**config.mk**
```make
export PLATFORM = sky130hd
export DESIGN_NAME = crank_spark_fuel_scheduler_flat
export DESIGN_NICKNAME = d
export VERILOG_FILES = /design/src/hdl/csfs_pkg.sv /design/src/hdl/csfs_req_if.sv /design/src/hdl/csfs_rsp_if.sv /design/src/hdl/csfs_csr_if.sv /design/src/hdl/crank_spark_fuel_scheduler.sv /design/src/flat_wrapper.sv
export SDC_FILE = /design/constraint.sdc
export NUM_CORES = 1
export LEC_CHECK = 0
export BUFFER_PORTS_ARGS = -buffer_cell sky130_fd_sc_hd__buf_2
export CORE_MARGIN = 4
export CORE_UTILIZATION = 31
export CTS_BUF_LIST = sky130_fd_sc_hd__clkbuf_2
export DETAILED_ROUTE_END_ITERATION = 8
export PLACE_DENSITY = 0.57
export SYNTH_ARGS = -nofsm -noshare
export SYNTH_HDL_FRONTEND = slang
export SYNTH_SLANG_ARGS = --single-unit
export TNS_END_PERCENT = 1
```
**constraint.sdc**
```tcl
create_clock -name clock -period 7.25 [get_ports clock]
set_input_delay 0.725 -clock clock [delete_from_list [all_inputs] [get_ports clock]]
set_output_delay 0.725 -clock clock [all_outputs]
set_load 0.05 [all_outputs]
```
**src/hdl/csfs_pkg.sv**
```systemverilog
// Shared types and constants of the crank spark and fuel scheduler.
package csfs_pkg;

   localparam int unsigned CSR_INDEX_BITS = 4;
   localparam int unsigned CSR_DATA_BITS = 32;
   localparam int unsigned ADVANCE_BITS = 32;
   localparam int unsigned SPARK_TICKS_BITS = 16;
   localparam int unsigned PERIOD_BITS = 16;
   localparam int unsigned FUEL_MASK_BITS = 4;
   localparam int unsigned PIN_BITS = 6;

   localparam logic [CSR_INDEX_BITS-1:0] CSR_ADVANCE = CSR_INDEX_BITS'(0);
   localparam logic [CSR_INDEX_BITS-1:0] CSR_SPARK = CSR_INDEX_BITS'(1);

   localparam logic [PIN_BITS-1:0] PIN_FRONT = 6'h01;
   localparam logic [PIN_BITS-1:0] PIN_REAR = 6'h02;
   localparam logic [PIN_BITS-1:0] PIN_CYL1 = 6'h04;
   localparam logic [PIN_BITS-1:0] PIN_CYL2 = 6'h08;
   localparam logic [PIN_BITS-1:0] PIN_CYL3 = 6'h10;
   localparam logic [PIN_BITS-1:0] PIN_CYL4 = 6'h20;
   localparam logic [PIN_BITS-1:0] PINS_SPARK = 6'h03;
   localparam logic [PIN_BITS-1:0] PINS_FUEL = 6'h3C;

   // Divisors applied to the captured tick count.
   localparam int unsigned US_SHIFT = 4;
   localparam int unsigned FUEL_DIVISOR = 800;
   localparam int unsigned FUEL_REM_BITS = $clog2(FUEL_DIVISOR);
   localparam logic [FUEL_REM_BITS-1:0] FUEL_REM_LAST = FUEL_REM_BITS'(FUEL_DIVISOR - 1);

   typedef struct packed {
      logic                      spark_front;
      logic                      spark_rear;
      logic [FUEL_MASK_BITS-1:0] fuel_mask;
      logic [PERIOD_BITS-1:0]    crank_period_us;
   } result_type;

endpackage

```
**src/hdl/csfs_req_if.sv**
```systemverilog
// Tick input channel of the crank spark and fuel scheduler.
interface csfs_req_if;
   logic valid;
   logic ready;
   logic crank_edge;

   modport source (output valid, output crank_edge, input ready);
   modport sink (input valid, input crank_edge, output ready);
endinterface

```
**src/hdl/csfs_rsp_if.sv**
```systemverilog
// Result channel of the crank spark and fuel scheduler.
interface csfs_rsp_if;
   logic                                valid;
   logic                                ready;
   logic                                spark_front;
   logic                                spark_rear;
   logic [csfs_pkg::FUEL_MASK_BITS-1:0] fuel_mask;
   logic [csfs_pkg::PERIOD_BITS-1:0]    crank_period_us;

   modport source (output valid, output spark_front, output spark_rear, output fuel_mask,
                   output crank_period_us, input ready);
   modport sink (input valid, input spark_front, input spark_rear, input fuel_mask,
                 input crank_period_us, output ready);
endinterface

```
**src/hdl/csfs_csr_if.sv**
```systemverilog
// Register write channel of the crank spark and fuel scheduler.
interface csfs_csr_if;
   logic                                valid;
   logic                                ready;
   logic [csfs_pkg::CSR_INDEX_BITS-1:0] index;
   logic [csfs_pkg::CSR_DATA_BITS-1:0]  data;

   modport source (output valid, output index, output data, input ready);
   modport sink (input valid, input index, input data, output ready);
endinterface

```
**src/hdl/crank_spark_fuel_scheduler.sv**
```systemverilog
// Crank-synchronous spark and fuel pulse scheduler for a four-cylinder, two-bank engine.
//
// Each request transaction is one timer tick, and one response transaction follows it
// with the pin levels and the last crank period after that tick. A tick is taken in
// every clock cycle while req_if.ready is high; its whole update is combinational logic
// into the state and result registers, and a response is offered from the output
// register. A two-entry output buffer keeps ticks flowing while a response waits, and
// requests stall only when both entries are full. The fuel length (captured ticks over
// 800) comes from a quotient and remainder pair that counts along with the elapsed tick
// counter, so no divider is needed. Register writes are taken in every cycle.
module crank_spark_fuel_scheduler #(
   parameter int unsigned COUNT_BITS = 32,
   parameter int unsigned SPARK_BITS = 16
) (
   input logic          clock,
   input logic          reset,
   csfs_req_if.sink     req_if,
   csfs_rsp_if.source   rsp_if,
   csfs_csr_if.sink     csr_if
);

   localparam logic [COUNT_BITS-1:0] COUNT_MAX = {COUNT_BITS{1'b1}};

   logic [COUNT_BITS-1:0] advance_ff;
   logic [SPARK_BITS-1:0] spark_ticks_ff;

   logic [COUNT_BITS-1:0]              elapsed_ff, elapsed_in;
   logic [COUNT_BITS-1:0]              div_q_ff, div_q_in;
   logic [csfs_pkg::FUEL_REM_BITS-1:0] div_r_ff, div_r_in;
   logic [COUNT_BITS-1:0]              half_ff, half_in;
   logic [COUNT_BITS-1:0]              fuel_ticks_ff, fuel_ticks_in;
   logic [csfs_pkg::PERIOD_BITS-1:0]   period_ff, period_in;
   logic [COUNT_BITS-1:0]              event_cnt_ff, event_cnt_in;
   logic                               event_armed_ff, event_armed_in;
   logic                               at_top_ff, at_top_in;
   logic [SPARK_BITS-1:0]              spark_cnt_ff, spark_cnt_in;
   logic                               spark_run_ff, spark_run_in;
   logic [COUNT_BITS-1:0]              fuel_cnt_ff, fuel_cnt_in;
   logic                               fuel_run_ff, fuel_run_in;
   logic                               front_pick_ff, front_pick_in;
   logic                               rear_pick_ff, rear_pick_in;
   logic [csfs_pkg::PIN_BITS-1:0]      pins_ff, pins_in;

   logic [COUNT_BITS:0]   rearm_sum;
   logic [COUNT_BITS-1:0] rearm_ticks;
   logic [COUNT_BITS-1:0] period_full;

   csfs_pkg::result_type result;
   csfs_pkg::result_type out_ff, out_in;
   csfs_pkg::result_type skid_ff, skid_in;
   logic                 out_valid_ff, out_valid_in;
   logic                 skid_valid_ff, skid_valid_in;

   logic accept;
   logic deliver;

   assign req_if.ready = !skid_valid_ff;
   assign accept = req_if.valid && req_if.ready;
   assign deliver = out_valid_ff && rsp_if.ready;
   assign csr_if.ready = 1'b1;

   assign rearm_sum = {1'b0, half_ff} + {1'b0, advance_ff};
   assign rearm_ticks = rearm_sum[COUNT_BITS] ? COUNT_MAX : rearm_sum[COUNT_BITS-1:0];

   always_comb begin
      elapsed_in = elapsed_ff;
      div_q_in = div_q_ff;
      div_r_in = div_r_ff;
      half_in = half_ff;
      fuel_ticks_in = fuel_ticks_ff;
      period_in = period_ff;
      event_cnt_in = event_cnt_ff;
      event_armed_in = event_armed_ff;
      at_top_in = at_top_ff;
      spark_cnt_in = spark_cnt_ff;
      spark_run_in = spark_run_ff;
      fuel_cnt_in = fuel_cnt_ff;
      fuel_run_in = fuel_run_ff;
      front_pick_in = front_pick_ff;
      rear_pick_in = rear_pick_ff;
      pins_in = pins_ff;
      period_full = '0;

      if (elapsed_ff != COUNT_MAX) begin
         elapsed_in = elapsed_ff + 1'b1;
         if (div_r_ff == csfs_pkg::FUEL_REM_LAST) begin
            div_r_in = '0;
            div_q_in = div_q_ff + 1'b1;
         end else begin
            div_r_in = div_r_ff + 1'b1;
         end
      end

      if (spark_run_ff) begin
         if (spark_cnt_ff <= SPARK_BITS'(1)) begin
            spark_cnt_in = '0;
            spark_run_in = 1'b0;
            pins_in = pins_in & ~csfs_pkg::PINS_SPARK;
         end else begin
            spark_cnt_in = spark_cnt_ff - 1'b1;
         end
      end

      if (fuel_run_ff) begin
         if (fuel_cnt_ff <= COUNT_BITS'(1)) begin
            fuel_cnt_in = '0;
            fuel_run_in = 1'b0;
            pins_in = pins_in & ~csfs_pkg::PINS_FUEL;
         end else begin
            fuel_cnt_in = fuel_cnt_ff - 1'b1;
         end
      end

      if (event_armed_ff) begin
         if (event_cnt_ff <= COUNT_BITS'(1)) begin
            event_cnt_in = '0;
            event_armed_in = 1'b0;
            spark_cnt_in = spark_ticks_ff;
            spark_run_in = 1'b1;
            fuel_cnt_in = fuel_ticks_ff;
            fuel_run_in = 1'b1;
            if (at_top_ff) begin
               pins_in = pins_in | csfs_pkg::PIN_FRONT
                         | (front_pick_ff ? csfs_pkg::PIN_CYL3 : csfs_pkg::PIN_CYL1);
               front_pick_in = !front_pick_ff;
               at_top_in = 1'b0;
               event_cnt_in = rearm_ticks;
               event_armed_in = 1'b1;
            end else begin
               pins_in = pins_in | csfs_pkg::PIN_REAR
                         | (rear_pick_ff ? csfs_pkg::PIN_CYL4 : csfs_pkg::PIN_CYL2);
               rear_pick_in = !rear_pick_ff;
            end
         end else begin
            event_cnt_in = event_cnt_ff - 1'b1;
         end
      end

      if (req_if.crank_edge) begin
         period_full = elapsed_in >> csfs_pkg::US_SHIFT;
         if ((period_full >> csfs_pkg::PERIOD_BITS) != '0) begin
            period_in = {csfs_pkg::PERIOD_BITS{1'b1}};
         end else begin
            period_in = period_full[csfs_pkg::PERIOD_BITS-1:0];
         end
         half_in = elapsed_in >> 1;
         fuel_ticks_in = div_q_in;
         elapsed_in = '0;
         div_q_in = '0;
         div_r_in = '0;
         at_top_in = 1'b1;
         event_cnt_in = advance_ff;
         event_armed_in = 1'b1;
      end
   end

   always_comb begin
      result.spark_front = pins_in[0];
      result.spark_rear = pins_in[1];
      result.fuel_mask = pins_in[csfs_pkg::PIN_BITS-1:2];
      result.crank_period_us = period_in;

      out_in = out_ff;
      skid_in = skid_ff;
      out_valid_in = out_valid_ff;
      skid_valid_in = skid_valid_ff;
      if (!out_valid_ff) begin
         out_in = result;
         out_valid_in = accept;
      end else if (skid_valid_ff) begin
         if (deliver) begin
            out_in = skid_ff;
            skid_valid_in = 1'b0;
         end
      end else if (deliver) begin
         out_in = result;
         out_valid_in = accept;
      end else if (accept) begin
         skid_in = result;
         skid_valid_in = 1'b1;
      end
   end

   assign rsp_if.valid = out_valid_ff;
   assign rsp_if.spark_front = out_ff.spark_front;
   assign rsp_if.spark_rear = out_ff.spark_rear;
   assign rsp_if.fuel_mask = out_ff.fuel_mask;
   assign rsp_if.crank_period_us = out_ff.crank_period_us;

   always_ff @(posedge clock) begin
      out_ff <= out_in;
      skid_ff <= skid_in;
      if (reset) begin
         out_valid_ff <= 1'b0;
         skid_valid_ff <= 1'b0;
      end else begin
         out_valid_ff <= out_valid_in;
         skid_valid_ff <= skid_valid_in;
      end
   end

   always_ff @(posedge clock) begin
      if (reset) begin
         advance_ff <= '0;
         spark_ticks_ff <= SPARK_BITS'(1);
      end else if (csr_if.valid) begin
         case (csr_if.index)
            csfs_pkg::CSR_ADVANCE: begin
               advance_ff <= COUNT_BITS'(csr_if.data[csfs_pkg::ADVANCE_BITS-1:0]);
            end
            csfs_pkg::CSR_SPARK: begin
               spark_ticks_ff <= SPARK_BITS'(csr_if.data[csfs_pkg::SPARK_TICKS_BITS-1:0]);
            end
            default: begin
            end
         endcase
      end
   end

   always_ff @(posedge clock) begin
      if (reset) begin
         elapsed_ff <= '0;
         div_q_ff <= '0;
         div_r_ff <= '0;
         half_ff <= '0;
         fuel_ticks_ff <= COUNT_BITS'(1);
         period_ff <= '0;
         event_cnt_ff <= '0;
         event_armed_ff <= 1'b0;
         at_top_ff <= 1'b1;
         spark_cnt_ff <= '0;
         spark_run_ff <= 1'b0;
         fuel_cnt_ff <= '0;
         fuel_run_ff <= 1'b0;
         front_pick_ff <= 1'b0;
         rear_pick_ff <= 1'b0;
         pins_ff <= '0;
      end else if (accept) begin
         elapsed_ff <= elapsed_in;
         div_q_ff <= div_q_in;
         div_r_ff <= div_r_in;
         half_ff <= half_in;
         fuel_ticks_ff <= fuel_ticks_in;
         period_ff <= period_in;
         event_cnt_ff <= event_cnt_in;
         event_armed_ff <= event_armed_in;
         at_top_ff <= at_top_in;
         spark_cnt_ff <= spark_cnt_in;
         spark_run_ff <= spark_run_in;
         fuel_cnt_ff <= fuel_cnt_in;
         fuel_run_ff <= fuel_run_in;
         front_pick_ff <= front_pick_in;
         rear_pick_ff <= rear_pick_in;
         pins_ff <= pins_in;
      end
   end

endmodule
```
**src/flat_wrapper.sv**
```systemverilog
// flat-port wrapper written by rule: the top's interface ports become plain ports
module crank_spark_fuel_scheduler_flat 
#(
   parameter int unsigned COUNT_BITS = 32,
   parameter int unsigned SPARK_BITS = 16
)
  (clock, reset, req_if_valid, req_if_crank_edge, req_if_ready, rsp_if_valid, rsp_if_spark_front, rsp_if_spark_rear, rsp_if_fuel_mask, rsp_if_crank_period_us, rsp_if_ready, csr_if_valid, csr_if_index, csr_if_data, csr_if_ready);
  csfs_req_if req_if_i ();
  csfs_rsp_if rsp_if_i ();
  csfs_csr_if csr_if_i ();
  input logic clock;
  input logic reset;
  input wire logic [$bits(req_if_i.valid)-1:0] req_if_valid;
  input wire logic [$bits(req_if_i.crank_edge)-1:0] req_if_crank_edge;
  output wire logic [$bits(req_if_i.ready)-1:0] req_if_ready;
  output wire logic [$bits(rsp_if_i.valid)-1:0] rsp_if_valid;
  output wire logic [$bits(rsp_if_i.spark_front)-1:0] rsp_if_spark_front;
  output wire logic [$bits(rsp_if_i.spark_rear)-1:0] rsp_if_spark_rear;
  output wire logic [$bits(rsp_if_i.fuel_mask)-1:0] rsp_if_fuel_mask;
  output wire logic [$bits(rsp_if_i.crank_period_us)-1:0] rsp_if_crank_period_us;
  input wire logic [$bits(rsp_if_i.ready)-1:0] rsp_if_ready;
  input wire logic [$bits(csr_if_i.valid)-1:0] csr_if_valid;
  input wire logic [$bits(csr_if_i.index)-1:0] csr_if_index;
  input wire logic [$bits(csr_if_i.data)-1:0] csr_if_data;
  output wire logic [$bits(csr_if_i.ready)-1:0] csr_if_ready;
  assign req_if_i.valid = req_if_valid;
  assign req_if_i.crank_edge = req_if_crank_edge;
  assign req_if_ready = req_if_i.ready;
  assign rsp_if_valid = rsp_if_i.valid;
  assign rsp_if_spark_front = rsp_if_i.spark_front;
  assign rsp_if_spark_rear = rsp_if_i.spark_rear;
  assign rsp_if_fuel_mask = rsp_if_i.fuel_mask;
  assign rsp_if_crank_period_us = rsp_if_i.crank_period_us;
  assign rsp_if_i.ready = rsp_if_ready;
  assign csr_if_i.valid = csr_if_valid;
  assign csr_if_i.index = csr_if_index;
  assign csr_if_i.data = csr_if_data;
  assign csr_if_ready = csr_if_i.ready;
  crank_spark_fuel_scheduler #(.COUNT_BITS(COUNT_BITS), .SPARK_BITS(SPARK_BITS)) u_core (.clock(clock), .reset(reset), .req_if(req_if_i), .rsp_if(rsp_if_i), .csr_if(csr_if_i));
endmodule
```
==> results.py <==
metrics = {
    "outcome": {
        "status": "complete, no violations",
    },
    "grt": {
        "grt.overflow.total": 0,
        "antenna_found_initial": 2,
        "grt_max_degree": 131,
        "grt_pass1_vias": 16571,
        "grt_pass1_wl_um": 87900,
        "grt.total_usage_pct": 16.9,
    },
    "min_path": {
        "min_path_type": "in2reg",
    },
    "floorplan": {
        "rows": 88,
        "core_area_mm2": 0.0580,
        "start_util_pct": 31.5,
        "chipWidth_um": 251,
        "dieHeight_um": 251,
        "die-area_mm2": 0.0629,
        "num_io_pins": 67,
    },
    "yosys": {
        "synth_top_family_by_area": "simple AND/OR/NAND/NOR gates",
        "avgSynthCellArea_um2": 7.97,
        "synthDistinctLibCells": 79,
        "synth_edf_count": 44,
        "synth_area_leaders": "dfxtp_1, edfxtp_1, nor2_1",
        "synth_seq_cells": 339,
        "synth_top_area_share_pct": 32.3,
        "postSynth.asyncResetShare_pct": 0,
        "synth_fa_ha_area_share_pct": 2.85,
        "yosys.area_share.simple_pct": 22.6,
        "syn_inst": 2292,
        "syn-num-nets": 2375,
        "synthXorXnorAreaFrac_pct": 6.38,
        "ys_warn_count": 0,
        "synth-main-ff-cell": "dfxtp_1",
        "synth_compound_area_share_pct": 22.0,
        "syn-cell-area_mm2": 0.0183,
        "muxShareOfSynthArea_pct": 2.27,
        "yosysSeqAreaShare_pct": 39.6,
        "yosysTopAreaCell": "dfxtp_1",
    },
    "drt": {
        "drc_errors": 0,
        "initialDrtViolationCount": 1103,
        "ant_nets": 0,
        "wl_per_cell_um": 17.3,
        "vias": 17040,
        "drt-vias-per-instance": 5.34,
        "dr.pass1.iters": 5,
        "wirelength_um": 55100,
    },
    "clock_network": {
        "clock_latency_ps": 1190,
        "post_cts_buffers": 0,
        "h-tree-depth": 3,
        "cts_buffer_depth": 3,
        "clk_pin_slew_worst_paths_ps": 110,
        "tritoncts": "done",
        "cts.root.buffer_cell": "clkbuf_2",
        "numCtsBuffers": 93,
        "cts.sinks": 339,
    },
    "final_layout": {
        "final_core_util_pct": 35.0,
        "layout_common_cells": "nor2_1, dfxtp_1, nand2_1, a21oi_1, o21ai_0",
        "stdcell_count": 3193,
        "area.growth.synth_to_final_pct": 11.4,
        "drive_above_1_share_pct": 11.9,
        "fin_nets": 2432,
        "final_common_cell": "nor2_1",
    },
    "power_and_ir_drop": {
        "netSwitchingPower_mw": 1.31,
        "ir_drop_v": 0.0000828,
        "p_int_mw": 2.65,
        "p_seq_share_pct": 51.1,
        "totalPowerFinal_mw": 3.96,
        "swShare_pct": 33.0,
        "powerDensity_mw_per_mm2": 195,
        "p_clk_share_pct": 35.1,
        "p_leak_nw": 7.59,
        "p_comb_share_pct": 13.8,
    },
    "timing": {
        "rsz0062_at_grt": "false",
        "hold_violations": 0,
        "setup_tns_ps": 0,
        "slew_headroom_pct": 30.4,
        "final_max_slew_viol_count": 0,
        "fmax_ghz": 0.246,
        "period_needed_ps": 4060,
        "fin_crit_sh_pct": 56.0,
        "worst_pin_slew_ps": 1040,
        "fin_skew_ps": 215,
        "setup_viol": 0,
    },
    "worst_setup_path": {
        "crit_fanout": 18,
        "path_cells": "or4_1 > nor3_1 > and4b_1 > nand2_1 > o21ai_1 > buf_4 > nor2_1 > o21ai_0 > a31oi_1",
        "crit_required_ps": 8170,
        "startpoint_type": "flip-flop",
        "end_kind": "flip-flop",
        "arrival_ps": 4980,
        "cpPeakStageDelay_ps": 650,
        "crit_family": "simple AND/OR/NAND/NOR gates",
        "cp_num_buf_inv": 1,
        "crit_slowest_cell": "or4_1",
        "critPathKind": "reg2reg",
    },
    "placed_design": {
        "place_inst": 2984,
        "post-dp-hpwl_um": 36500,
        "place.gp.congestion": 0.878,
        "numPortBuffers": 65,
    },
    "job": {
        "cap_violations": 0,
    },
}
[power groups by stage]
stage | registers (mW) | logic (mW) | clock network [mW]
after CTS | 2.03 | 0.547 | 1.45
final | 2.03 | 0.548 | 1.39
after floorplan | 2.09 | 0.349 | 0
after global placement | 2.07 | 0.522 | 0
after global routing | 2.03 | 0.603 | 1.55
after detailed placement | 2.07 | 0.530 | 0
[tightest hold or removal path, cell delays in order]
cell and delay (ps):
buf_2 100, nor4_2 50, buf_4 240, nand2_1 110, a21oi_1 50
[logic make-up (layout without fill, tap and decap cells)]
logic type                 after synthesis  after routing
buffers and inverters                  199            331
xor gates and xnor gates               133            133
AOI/OAI and AO/OA                      644            644
adders and majority gates               41             41
and+or+nand+nor                        896            896
muxes                                   39             39
other                                    1              5
DFF                                    339            339
[state kept, by name (all words and copies together) (netlist names), 4 cells and up]
| register | flops |
|---|---|
| u_core.div_r_ff | 10 |
| u_core.pins_ff | 6 |
| u_core.fuel_ticks_ff | 32 |
| u_core.div_q_ff | 32 |
| u_core.skid_ff | 22 |
| u_core.spark_ticks_ff | 16 |
| u_core.event_cnt_ff | 32 |
| u_core.elapsed_ff | 32 |
| u_core.advance_ff | 32 |
| u_core.half_ff | 31 |
| u_core.rsp_if.crank_period_us | 16 |
| u_core.fuel_cnt_ff | 32 |
| u_core.rsp_if.fuel_mask | 4 |
| u_core.period_ff | 16 |
| u_core.spark_cnt_ff | 16 |
[cell usage after synthesis (20+ instances only)]
library cell / n
and3_1: 37
mux2i_1: 20
dfxtp_1: 295
nor2_1: 320
edfxtp_1: 44
nand2_1: 239
a21oi_1: 195
xor2_1: 56
ha_1: 40
xnor2_1: 77
nor3_1: 80
a31oi_1: 45
a22oi_1: 37
or3_1: 31
nand4_1: 21
clkbuf_1: 146
nor4_1: 32
inv_1: 32
a211oi_1: 77
o21ai_0: 154
nand3_1: 58
[timing repair]
action                     CTS  global route
hold buffers                35             0
gates resized for setup      0             0
setup endpoints to repair    0             0
hold endpoints to repair    49             0
[cell type report]
cell class,instances,area (um^2)
Multi-Input combinational cell,1754,10300
Fill cell,6087,37700
Clock buffer,133,666
Tap cell,765,957
Inverter,33,124
Clock inverter,37,173
Antenna cell,4,10.0
Sequential cell,339,7230
Timing Repair Buffer,128,895
[worst paths after layout]
kind | to | slack, ps | cells after the start | start
worst max-delay path | u_core.fuel_cnt_ff[3] | 3190 | 9 | u_core.event_cnt_ff[16]
worst max register to register | u_core.fuel_cnt_ff[3] | 3190 | 9 | u_core.event_cnt_ff[16]
worst min-delay path | u_core.advance_ff[24] | 150 | 5 | csr_if_index[1]
worst min register to register | u_core.fuel_cnt_ff[10] | 470 | 2 | u_core.fuel_ticks_ff[10]
[routing by layer]
metal	wire (um)	vias up	GRT usage (%)	share of wire, %
met5	0	-	0	0
met4	1720	0	6.55	3.1
met3	2570	107	3.14	4.7
met2	27000	432	29.5	49
met1	23800	8093	20.7	43
li1	-	8408	-	-
[per-stage QoR]
| step | setup WS [ps] | hold slack (ps) | cell area [um^2] |
|---|---|---|---|
| CTS | 3300 | 28.4 | 20300 |
| finish | 3190 | 148 | 20300 |
| detailed placement | 3360 | 463 | 19100 |
| floorplan | 4130 | 435 | 18300 |
| global placement | 3490 | 452 | 19100 |
| global route | 2900 | 92.1 | 20300 |
Note: power is estimated with default switching activity, not from simulation.
